$ cat src/rtl/rms_pkg.sv
// Package for the RMS-of-sample-block design: sizes, limits, state types and
// the control structs between the top level and the divide/root unit.
// Depends on nothing.
package rms_pkg;

  localparam int MAX_SAMPLES = 1024;
  localparam int SAMPLE_BITS = 16;

  localparam int IN_W    = 16;
  localparam int RMS_W   = 15;
  localparam int COUNT_W = $clog2(MAX_SAMPLES + 1);
  localparam int SQ_W    = 2 * SAMPLE_BITS - 1;
  localparam int SUM_W   = SQ_W + $clog2(MAX_SAMPLES);
  localparam int ROOT_W  = SAMPLE_BITS;
  localparam int REM_W   = COUNT_W + 1;
  localparam int ALU_W   = SQ_W + 1;
  localparam int STEP_W  = $clog2(SUM_W);

  localparam logic [RMS_W-1:0] RMS_MAX = '1;

  typedef enum logic [1:0] {
    ST_IDLE,
    ST_ACC,
    ST_CALC,
    ST_FIN
  } state_t;

  typedef enum logic [1:0] {
    CORE_IDLE,
    CORE_DIV,
    CORE_ROOT
  } core_state_t;

  typedef struct packed {
    logic               start;
    logic [SUM_W-1:0]   dividend;
    logic [COUNT_W-1:0] divisor;
  } core_in_t;

  typedef struct packed {
    logic              done;
    logic [ROOT_W-1:0] root;
  } core_out_t;

endpackage

$ cat src/rtl/rms_if.sv
// Valid/ready channel interfaces for the sample input and the result output.
// Depends on rms_pkg for the field widths.
interface rms_in_if import rms_pkg::*; ();
  logic            valid;
  logic            ready;
  logic [IN_W-1:0] sample;
  logic            last_sample;

  modport source (output valid, output sample, output last_sample, input ready);
  modport sink (input valid, input sample, input last_sample, output ready);
endinterface

interface rms_out_if import rms_pkg::*; ();
  logic             valid;
  logic             ready;
  logic [RMS_W-1:0] rms_value;
  logic             no_samples;
  logic             overflowed;

  modport source (output valid, output rms_value, output no_samples, output overflowed,
                  input ready);
  modport sink (input valid, input rms_value, input no_samples, input overflowed,
                output ready);
endinterface

$ cat src/rtl/rms_of_sample_block.sv
// Top level of the RMS-of-sample-block design: squares and sums the samples
// of a block and reports the root of their mean. Depends on rms_pkg, the
// channel interfaces in rms_if and the divide/root unit rms_divroot.
//
// Usage: samples arrive on the samples channel, one per transfer, as signed
// Q3.12 values; last_sample marks the final sample of a block. Each sample is
// squared in the cycle of its transfer and added to a running sum in the next.
// Non-final samples are taken one per cycle. After the final sample the
// block holds ready low while it divides the sum by the count and takes the
// square root, one bit per cycle on one shared subtractor. When the block
// counted nothing, both steps are skipped. The result then waits until
// the output register is free; the next block starts once the result
// is in the output register.
// Beyond MAX_SAMPLES samples the rest of a block is dropped and the result
// carries the overflowed flag. The result stays in its register until the
// results channel takes it; a stalled receiver delays only the next result
// and the samples of later blocks. Reset clears the sum, count and all valid flags.
module rms_of_sample_block import rms_pkg::*; (
  input  logic      clk,
  input  logic      rst,
  rms_in_if.sink    samples,
  rms_out_if.source results
);

  state_t             state, state_next;
  logic [SUM_W-1:0]   square_sum, square_sum_next;
  logic [COUNT_W-1:0] sample_count, sample_count_next;
  logic               saturated_mark, saturated_mark_next;
  logic [SQ_W-1:0]    square_reg, square_reg_next;
  logic [ROOT_W-1:0]  root_hold, root_hold_next;
  logic               empty_hold, empty_hold_next;
  logic               ovf_hold, ovf_hold_next;
  logic               out_valid, out_valid_next;
  logic [RMS_W-1:0]   rms_reg, rms_reg_next;
  logic               empty_reg, empty_reg_next;
  logic               ovf_reg, ovf_reg_next;

  logic [SAMPLE_BITS-1:0]   raw;
  logic [SAMPLE_BITS-1:0]   mag;
  logic [2*SAMPLE_BITS-1:0] product;
  logic [SUM_W-1:0]         sum_add;
  logic                     accept_in;
  logic                     load_out;
  core_in_t                 core_in;
  core_out_t                core_out;

  rms_divroot u_divroot (
    .clk     (clk),
    .rst     (rst),
    .ctl_in  (core_in),
    .ctl_out (core_out)
  );

  assign raw       = samples.sample[SAMPLE_BITS-1:0];
  assign mag       = raw[SAMPLE_BITS-1] ? (~raw) + {{(SAMPLE_BITS-1){1'b0}}, 1'b1} : raw;
  assign product   = mag * mag;
  assign sum_add   = square_sum + SUM_W'(square_reg);
  assign accept_in = samples.valid && samples.ready;

  always_comb begin
    state_next          = state;
    square_sum_next     = sum_add;
    sample_count_next   = sample_count;
    saturated_mark_next = saturated_mark;
    square_reg_next     = '0;
    root_hold_next      = root_hold;
    empty_hold_next     = empty_hold;
    ovf_hold_next       = ovf_hold;
    load_out            = 1'b0;
    core_in.start       = 1'b0;
    core_in.dividend    = sum_add;
    core_in.divisor     = sample_count;
    samples.ready       = (state == ST_IDLE);
    case (state)
      ST_IDLE: begin
        if (accept_in) begin
          if (sample_count == COUNT_W'(MAX_SAMPLES)) begin
            saturated_mark_next = 1'b1;
          end else begin
            sample_count_next = sample_count + COUNT_W'(1);
            square_reg_next   = product[SQ_W-1:0];
          end
          if (samples.last_sample) begin
            state_next = ST_ACC;
          end
        end
      end
      ST_ACC: begin
        core_in.start       = (sample_count != '0);
        empty_hold_next     = (sample_count == '0);
        ovf_hold_next       = saturated_mark;
        root_hold_next      = '0;
        square_sum_next     = '0;
        sample_count_next   = '0;
        saturated_mark_next = 1'b0;
        state_next          = (sample_count == '0) ? ST_FIN : ST_CALC;
      end
      ST_CALC: begin
        if (core_out.done) begin
          root_hold_next = core_out.root;
          state_next     = ST_FIN;
        end
      end
      ST_FIN: begin
        if (!out_valid || results.ready) begin
          load_out   = 1'b1;
          state_next = ST_IDLE;
        end
      end
      default: begin
        state_next = ST_IDLE;
      end
    endcase
  end

  always_comb begin
    out_valid_next = load_out || (out_valid && !results.ready);
    rms_reg_next   = rms_reg;
    empty_reg_next = empty_reg;
    ovf_reg_next   = ovf_reg;
    if (load_out) begin
      rms_reg_next   = (root_hold > ROOT_W'(RMS_MAX)) ? RMS_MAX : RMS_W'(root_hold);
      empty_reg_next = empty_hold;
      ovf_reg_next   = ovf_hold;
    end
  end

  always_ff @(posedge clk) begin
    if (rst) begin
      state          <= ST_IDLE;
      square_sum     <= '0;
      sample_count   <= '0;
      saturated_mark <= 1'b0;
      square_reg     <= '0;
      out_valid      <= 1'b0;
    end else begin
      state          <= state_next;
      square_sum     <= square_sum_next;
      sample_count   <= sample_count_next;
      saturated_mark <= saturated_mark_next;
      square_reg     <= square_reg_next;
      out_valid      <= out_valid_next;
    end
    root_hold  <= root_hold_next;
    empty_hold <= empty_hold_next;
    ovf_hold   <= ovf_hold_next;
    rms_reg    <= rms_reg_next;
    empty_reg  <= empty_reg_next;
    ovf_reg    <= ovf_reg_next;
  end

  assign results.valid      = out_valid;
  assign results.rms_value  = rms_reg;
  assign results.no_samples = empty_reg;
  assign results.overflowed = ovf_reg;

  a_count_cap: assert property (@(posedge clk) disable iff (rst)
    sample_count <= COUNT_W'(MAX_SAMPLES))
    else $error("sample count exceeded its limit");

  a_empty_clear: assert property (@(posedge clk) disable iff (rst)
    sample_count == '0 |-> (square_sum == '0 && square_reg == '0))
    else $error("sum of squares not clear while no sample is counted");

  a_last_acc: assert property (@(posedge clk) disable iff (rst)
    accept_in && samples.last_sample |=> state == ST_ACC)
    else $error("final sample transfer did not close the block");

  a_done_calc: assert property (@(posedge clk) disable iff (rst)
    core_out.done |-> state == ST_CALC)
    else $error("root finished outside the calculation state");

  a_result_fin: assert property (@(posedge clk) disable iff (rst)
    $rose(out_valid) |-> $past(state == ST_FIN))
    else $error("result became valid without a finished calculation");

endmodule

$ cat src/rtl/rms_divroot.sv
// Iterative divide and square root unit: one restoring divide step and then
// one square root digit per cycle, both on a single shared subtractor.
// Depends on rms_pkg.
module rms_divroot import rms_pkg::*; (
  input  logic      clk,
  input  logic      rst,
  input  core_in_t  ctl_in,
  output core_out_t ctl_out
);

  core_state_t        state, state_next;
  logic [SUM_W-1:0]   q, q_next;
  logic [REM_W-1:0]   rem, rem_next;
  logic [COUNT_W-1:0] divisor, divisor_next;
  logic [STEP_W-1:0]  step, step_next;
  logic [SQ_W-1:0]    v, v_next;
  logic [SQ_W-1:0]    res, res_next;
  logic [SQ_W-1:0]    bitm, bitm_next;
  logic               done, done_next;
  logic [ROOT_W-1:0]  root, root_next;

  logic [REM_W-1:0]   rem_sh;
  logic [ALU_W-1:0]   alu_a, alu_b;
  logic [ALU_W:0]     alu_diff;
  logic               alu_ge;

  assign rem_sh   = {rem[REM_W-2:0], q[SUM_W-1]};
  assign alu_diff = {1'b0, alu_a} - {1'b0, alu_b};
  assign alu_ge   = ~alu_diff[ALU_W];

  always_comb begin
    alu_a = '0;
    alu_b = '0;
    case (state)
      CORE_DIV: begin
        alu_a = ALU_W'(rem_sh);
        alu_b = ALU_W'(divisor);
      end
      CORE_ROOT: begin
        alu_a = ALU_W'(v);
        alu_b = ALU_W'(res | bitm);
      end
      default: begin
        alu_a = '0;
        alu_b = '0;
      end
    endcase
  end

  always_comb begin
    state_next   = state;
    q_next       = q;
    rem_next     = rem;
    divisor_next = divisor;
    step_next    = step;
    v_next       = v;
    res_next     = res;
    bitm_next    = bitm;
    done_next    = 1'b0;
    root_next    = root;
    case (state)
      CORE_IDLE: begin
        if (ctl_in.start) begin
          q_next       = ctl_in.dividend;
          divisor_next = ctl_in.divisor;
          rem_next     = '0;
          step_next    = '0;
          state_next   = CORE_DIV;
        end
      end
      CORE_DIV: begin
        if (alu_ge) begin
          rem_next = alu_diff[REM_W-1:0];
          q_next   = {q[SUM_W-2:0], 1'b1};
        end else begin
          rem_next = rem_sh;
          q_next   = {q[SUM_W-2:0], 1'b0};
        end
        step_next = step + STEP_W'(1);
        if (step == STEP_W'(SUM_W - 1)) begin
          v_next     = q_next[SQ_W-1:0];
          res_next   = '0;
          bitm_next  = {1'b1, {(SQ_W-1){1'b0}}};
          state_next = CORE_ROOT;
        end
      end
      CORE_ROOT: begin
        if (alu_ge) begin
          v_next   = alu_diff[SQ_W-1:0];
          res_next = (res >> 1) | bitm;
        end else begin
          res_next = res >> 1;
        end
        bitm_next = bitm >> 2;
        if (bitm[0]) begin
          done_next  = 1'b1;
          root_next  = res_next[ROOT_W-1:0];
          state_next = CORE_IDLE;
        end
      end
      default: begin
        state_next = CORE_IDLE;
      end
    endcase
  end

  always_ff @(posedge clk) begin
    if (rst) begin
      state <= CORE_IDLE;
      done  <= 1'b0;
    end else begin
      state <= state_next;
      done  <= done_next;
    end
    q       <= q_next;
    rem     <= rem_next;
    divisor <= divisor_next;
    step    <= step_next;
    v       <= v_next;
    res     <= res_next;
    bitm    <= bitm_next;
    root    <= root_next;
  end

  assign ctl_out.done = done;
  assign ctl_out.root = root;

endmodule

$ cat src/flat_wrapper.sv
// flat-port wrapper written by rule: the top's interface ports become plain ports
module rms_of_sample_block_flat import rms_pkg::*;
  (clk, rst, samples_valid, samples_sample, samples_last_sample, samples_ready, results_valid, results_rms_value, results_no_samples, results_overflowed, results_ready);
  rms_in_if samples_i ();
  rms_out_if results_i ();
  input  logic clk;
  input  logic rst;
  input wire logic [$bits(samples_i.valid)-1:0] samples_valid;
  input wire logic [$bits(samples_i.sample)-1:0] samples_sample;
  input wire logic [$bits(samples_i.last_sample)-1:0] samples_last_sample;
  output wire logic [$bits(samples_i.ready)-1:0] samples_ready;
  output wire logic [$bits(results_i.valid)-1:0] results_valid;
  output wire logic [$bits(results_i.rms_value)-1:0] results_rms_value;
  output wire logic [$bits(results_i.no_samples)-1:0] results_no_samples;
  output wire logic [$bits(results_i.overflowed)-1:0] results_overflowed;
  input wire logic [$bits(results_i.ready)-1:0] results_ready;
  assign samples_i.valid = samples_valid;
  assign samples_i.sample = samples_sample;
  assign samples_i.last_sample = samples_last_sample;
  assign samples_ready = samples_i.ready;
  assign results_valid = results_i.valid;
  assign results_rms_value = results_i.rms_value;
  assign results_no_samples = results_i.no_samples;
  assign results_overflowed = results_i.overflowed;
  assign results_i.ready = results_ready;
  rms_of_sample_block u_core (.clk(clk), .rst(rst), .samples(samples_i), .results(results_i));
endmodule
$ cat config.mk
export PLATFORM = sky130hd
export DESIGN_NAME = rms_of_sample_block_flat
export DESIGN_NICKNAME = d
export VERILOG_FILES = /design/src/rtl/rms_pkg.sv /design/src/rtl/rms_if.sv /design/src/rtl/rms_of_sample_block.sv /design/src/rtl/rms_divroot.sv /design/src/flat_wrapper.sv
export SDC_FILE = /design/constraint.sdc
export NUM_CORES = 1
export LEC_CHECK = 0
export BUFFER_PORTS_ARGS = -buffer_cell sky130_fd_sc_hd__buf_4
export CAP_MARGIN = 20
export CELL_PAD_IN_SITES_DETAIL_PLACEMENT = 1
export CELL_PAD_IN_SITES_GLOBAL_PLACEMENT = 1
export CORE_ASPECT_RATIO = 1.4
export CORE_MARGIN = 1
export CORE_UTILIZATION = 51
export DETAILED_ROUTE_END_ITERATION = 7
export GPL_TIMING_DRIVEN = 0
export MAX_ROUTING_LAYER = met4
export PLACE_DENSITY = 0.8
export RECOVER_POWER = 25
export SYNTH_ARGS = -nofsm -noshare
export SYNTH_HDL_FRONTEND = slang
export SYNTH_SLANG_ARGS = --single-unit
$ cat constraint.sdc
create_clock -name clk -period 12.1 [get_ports clk]
set_input_delay 2.42 -clock clk [delete_from_list [all_inputs] [get_ports clk]]
set_output_delay 2.42 -clock clk [all_outputs]
set_load 0.02 [all_outputs]
* Word-level counts from Yosys, hierarchy flattened
Cells that the tools add are included.
Word-level totals: register bits 303, latch bits 0, bits in writable memories 0, ROM bits 0, word-level logic and storage cells 120, memories kept 0
Cells by class: add/subtract/negate cells 5, $mul 1, div/mod/pow operators 0, $lt $le $gt $ge 1, eq/ne operators 17, shifts and indexed selects 0, mux-type cells 41, bitwise logic cells 6, reductions and logical operators 27
Operators with widths (count):
- $pmux 31 s2 | 5
- $mux 31 | 5
- $pmux 41 s2 | 1
- $mux 11 | 4
- $pmux 11 s2 | 2
- $add 41x31->41 | 1
- $mux 41 | 1
- $mux 16 | 2
- $pmux 16 s2 | 1
- $sub 31x31->32 | 1
- $mul 16x16->31 | 1
- $or 30x31->31 | 1
- $or 31x31->31 | 1
- $add 16x1->16 const B | 1
- $gt 16x15->1 const B | 1
- $ne 2x2->1 const B | 8
- $not 16->16 | 1
- $mux 2 | 7
- $pmux 6 s2 | 1
- $reduce_and 3->1 | 4
- $add 11x1->11 const B | 1
- $eq 11x11->1 const B | 1
- $logic_not 11->1 | 1
- $reduce_bool 11->1 | 1
- 20 further kinds | 45

* Logic depth before layout (Yosys ltp)
word-level depth 6, depth in mapped cells 30, gate-level depth less buffers 29

* Modules after synthesis
A second synthesis with hierarchy kept.
Unflattened totals: cell total of the unflattened synthesis 2169, area, all modules 22084.9 um^2
Modules (own cells, without submodules):
- rms_of_sample_block | instances 1, cells an instance 1428, area an instance 13103.8 um^2
- rms_divroot | instances 1, cells an instance 741, area an instance 8981.1 um^2

* Worst setup path before layout
No wires, ideal clock.
path type input-to-reg, start in samples_sample[0], end reg u_core.square_reg[29], setup time 121 ps, data arrival time 9576 ps, path slack 2402 ps, stages 30, path buffers 1, cell sequence clkinv_1 clkbuf_1 ha_1 nand2_1 o41ai_1 xor2_1 clkinv_1 nand2_1 inv_1 fa_1 inv_1 fa_1 inv_1 fa_1 inv_1 fa_1 inv_1 fa_1 inv_1 fa_1 inv_1 ha_1 and3_1 and3_1 a211o_1 a2111oi_4 nor4_1 nor3_1 a21oi_1 mux2i_1
On the way: longest elaborated chain between the ends 4
RTL lines:
- start: declaration | line flat_wrapper.sv:9 | input wire logic [$bits(samples_i.sample)-1:0] samples_sample;
- $not 16->16 | line rms_of_sample_block.sv:55 | assign mag = raw[SAMPLE_BITS-1] ? (~raw) + {{(SAMPLE_BITS-1){1'b0}}, 1'b1} : raw;
- $add 16x1->16 | line rms_of_sample_block.sv:55
- $mux 16 * | line rms_of_sample_block.sv:55
- $mul 16x16->31 * | line rms_of_sample_block.sv:56 | assign product = mag * mag;
- end signal: assignment | line rms_of_sample_block.sv:141 | square_reg <= square_reg_next;
- end: declaration | line rms_of_sample_block.sv:29 | logic [SQ_W-1:0] square_reg, square_reg_next;
Mark *: on every way between the ends. The rest lies on a longest branch, timed or not. A chain may end at the register's enable or synchronous reset.

* Worst setup path in the final report
Same ends and word-level chain as after synthesis.

==> flow_metrics.py <==
metrics = {
    "detailed_routing": {
        "vias": 16340,
        "via_per_inst": 5.696,
        "drt_pre_antenna_iters": 5,
        "finalWirelength_um": 59740,
        "avgRoutedWirePerCell_um": 20.82,
        "drcViolationCount": 0,
        "detail-route-antenna-nets": 0,
        "drt_iter0_drc": 648,
    },
    "cts": {
        "ctsResizeCount": 0,
        "cts_sinks": 287,
        "cts_tree": "done",
        "h-tree-depth": 1,
        "cts_root_buf": "clkbuf_16",
        "insertion_delay_ns": 0.57,
        "cts_buffers": 27,
        "cts_hold_buffers": 0,
        "clk_path_buf_depth": 3,
        "clk_pin_slew_ns": 0.07,
        "cts_setup_buffers": 0,
    },
    "worst_setup_path": {
        "critical_path_cell_count": 31,
        "crit_path_end_kind": "register",
        "startpoint_type": "primary input",
        "critPathBufInv": 11,
        "worst-r2r-cell-count": 18,
        "cp_max_fo": 11,
        "critPathTopFamily": "adder cells",
        "worstPathArrival_ns": 11.81,
        "worst_path_most_repeated_cell": "inv_1",
        "max_stage_delay_ns": 0.85,
        "critPathRequiredTime_ns": 12.55,
        "cp_slowest_cell": "xor2_1",
        "critPathKind": "in2reg",
    },
    "timing": {
        "finalHoldViolCount": 0,
        "fmax_mhz": 88.01,
        "hold_ws_ns": 0.4368,
        "fin_skew_ns": 0.02053,
        "tightest_slew_ns": 1.074,
        "drv_slew": 0,
        "slew_headroom_pct": 28.14,
        "rsz0062_at_grt": "false",
        "fin_setup_tns_ns": 0,
        "min_period_ns": 11.36,
        "setup_violations": 0,
        "period_share_pct": 93.90,
    },
    "synthesis": {
        "ys.flop_type": "edfxtp_1",
        "synth.cell_area_um2": 21800,
        "syn_inst": 2217,
        "ys_warn_count": 0,
        "synth_edf_count": 198,
        "async_reset_ff_share_pct": 0,
        "syn_avg_cell_area_um2": 9.832,
        "ys_ff_latch": 287,
        "yosysSeqAreaShare_pct": 35.45,
        "ys_types": 81,
    },
    "finish": {
        "diodes": 0,
        "fin_nets": 2659,
        "area_delta_synth_final_pct": 9.259,
        "multiInputGateArea_um2": 12720,
        "final_core_util_pct": 56.43,
        "reg_top3": "u_core.square_sum: 41 flops, u_core.u_divroot.q: 41 flops",
        "seq_area_um2": 7727,
        "nFillCells": 4756,
        "layout-drive-gt1-share_pct": 6.802,
    },
    "die": {
        "coreArea_um2": 42200,
        "fp.dieW_um": 176.7,
        "die-area_um2": 43580,
        "rows": 89,
        "initial_utilization_pct": 51.65,
        "io_pins": 40,
        "fp.dieH_um": 246.6,
    },
    "min_path": {
        "min_path_cells": 0,
        "min_path_type": "reg2reg",
    },
    "global_routing": {
        "grt_usage_pct": 28.80,
        "grt_pass1_wl_um": 94550,
        "antenna_found_initial": 0,
        "grt_pass1_vias": 18380,
        "grt_max_degree": 32,
        "overflow": 0,
    },
    "placement": {
        "portBuffers": 38,
        "globalplace.congestion": 0.9480,
        "dp_hpwl_um": 49160,
    },
    "run_status": {
        "status": "complete, no violations",
    },
    "job": {
        "maxCapViolations": 0,
    },
}
[layer usage]
metal	part of all wire, %	global-route usage [%]
met5	0	-
met4	6.3	16.73
met1	35	26.79
met2	57	56.77
met3	1.9	1.821
[cells by family after synthesis]
group | synth area share [%]
other | 0.03445
AO/OA/AOI/OAI | 12.84
AND/OR/NAND/NOR | 14.67
XOR/XNOR | 3.972
adder cells (fa/ha/maj) | 25.04
multiplexers | 1.538
flip-flops | 35.45
buffers and inverters | 6.452
[path summary, 6_finish.rpt]
check	startpoint	to	slack [ns]
max	samples_sample[0]	u_core.square_reg[29]	0.74
min	u_core.u_divroot.res[10]	u_core.u_divroot.root[9]	0.44
max reg2reg	u_core.u_divroot.state[0]	u_core.u_divroot.v[22]	6.00
min reg2reg	u_core.u_divroot.res[10]	u_core.u_divroot.root[9]	0.44
[worst reg2reg max path: stages, from the launching register on]
cell and delay (ns):
dfxtp_1 0.37, inv_1 0.09, ha_1 0.60, and2_1 0.23, clkbuf_1 0.49, clkbuf_1 0.47, o21ai_0 0.22, ha_1 0.32
buf_2 0.19, a21o_1 0.16, a21oi_1 0.10, o21ai_0 0.26, nand2_1 0.10, o21ai_0 0.59, o2111ai_2 0.44, and2_1 0.33
buf_4 0.21, a21boi_4 0.38, buf_12 0.25
[cell usage in the layout (no fill, tap or decap), types with 11 or more instances in the layout]
| cell | n |
|---|---|
| buf_4 | 43 |
| nor2b_1 | 14 |
| edfxtp_1 | 198 |
| a21oi_1 | 98 |
| xor2_1 | 47 |
| and2_0 | 31 |
| fa_1 | 167 |
| inv_1 | 292 |
| nand2b_1 | 11 |
| o21a_1 | 21 |
| or2_2 | 22 |
| mux2_2 | 20 |
| xnor2_1 | 50 |
| dfxtp_1 | 89 |
| nand3_1 | 22 |
| nand4_1 | 15 |
| clkbuf_16 | 29 |
| ha_1 | 169 |
| a22o_1 | 11 |
| a31oi_1 | 17 |
| conb_1 | 11 |
| a21o_1 | 46 |
| and2_1 | 42 |
| mux2i_1 | 11 |
| nand2_1 | 211 |
| o21ai_0 | 103 |
| a211oi_1 | 16 |
| o31ai_1 | 13 |
| o31a_1 | 13 |
| nor3_1 | 40 |
| clkbuf_1 | 70 |
| nor2_1 | 173 |
| and3_1 | 43 |
| o21bai_1 | 16 |
[final cells by class]
| type | instances | area share, % |
|---|---|---|
| Tap cell | 546 | 2.869 |
| Sequential cell | 287 | 32.45 |
| Timing Repair Buffer | 47 | 1.707 |
| Clock inverter | 13 | 0.3467 |
| Buffer | 73 | 1.193 |
| Clock buffer | 37 | 3.315 |
| Inverter | 299 | 4.713 |
| Multi-Input combinational cell | 1567 | 53.41 |
[synth_stat cells, drive strengths merged, types with 11 or more instances]
cell type | n | area share, %
dfxtp | 89 | 8.2
and2 | 73 | 2.1
nand4 | 15 | 0.43
nor2 | 173 | 3.0
o21a | 21 | 0.72
a21oi | 98 | 2.3
and3 | 43 | 1.2
xor2 | 48 | 2.0
o31a | 13 | 0.52
fa | 167 | 15
clkbuf | 65 | 1.1
nand2 | 212 | 3.7
a31oi | 17 | 0.49
nand2b | 11 | 0.32
xnor2 | 50 | 2.0
ha | 169 | 9.7
inv | 292 | 5.0
o21bai | 17 | 0.59
nor3 | 40 | 0.92
a22o | 11 | 0.44
o21ai | 107 | 2.5
mux2i | 11 | 0.51
a21o | 46 | 1.6
nor2b | 14 | 0.40
mux2 | 20 | 1.0
o31ai | 13 | 0.45
nand3 | 22 | 0.51
edfxtp | 198 | 27
or2 | 22 | 0.63
a211oi | 16 | 0.55
[stage by stage]
stage          setup slack (ns)  area (um2)  cells
4_1_cts                  0.8140       23820   2868
5_1_grt                  0.3244       23820   2869
3_3_place_gp             0.4145       22800   2810
2_1_floorplan             2.402       21830   2226
6_report                 0.7379       23820   2869
3_5_place_dp             0.2265       22950   2818
Power is not shown: default switching activity piles up to over one toggle a cycle in this logic, so the estimate is an artifact.
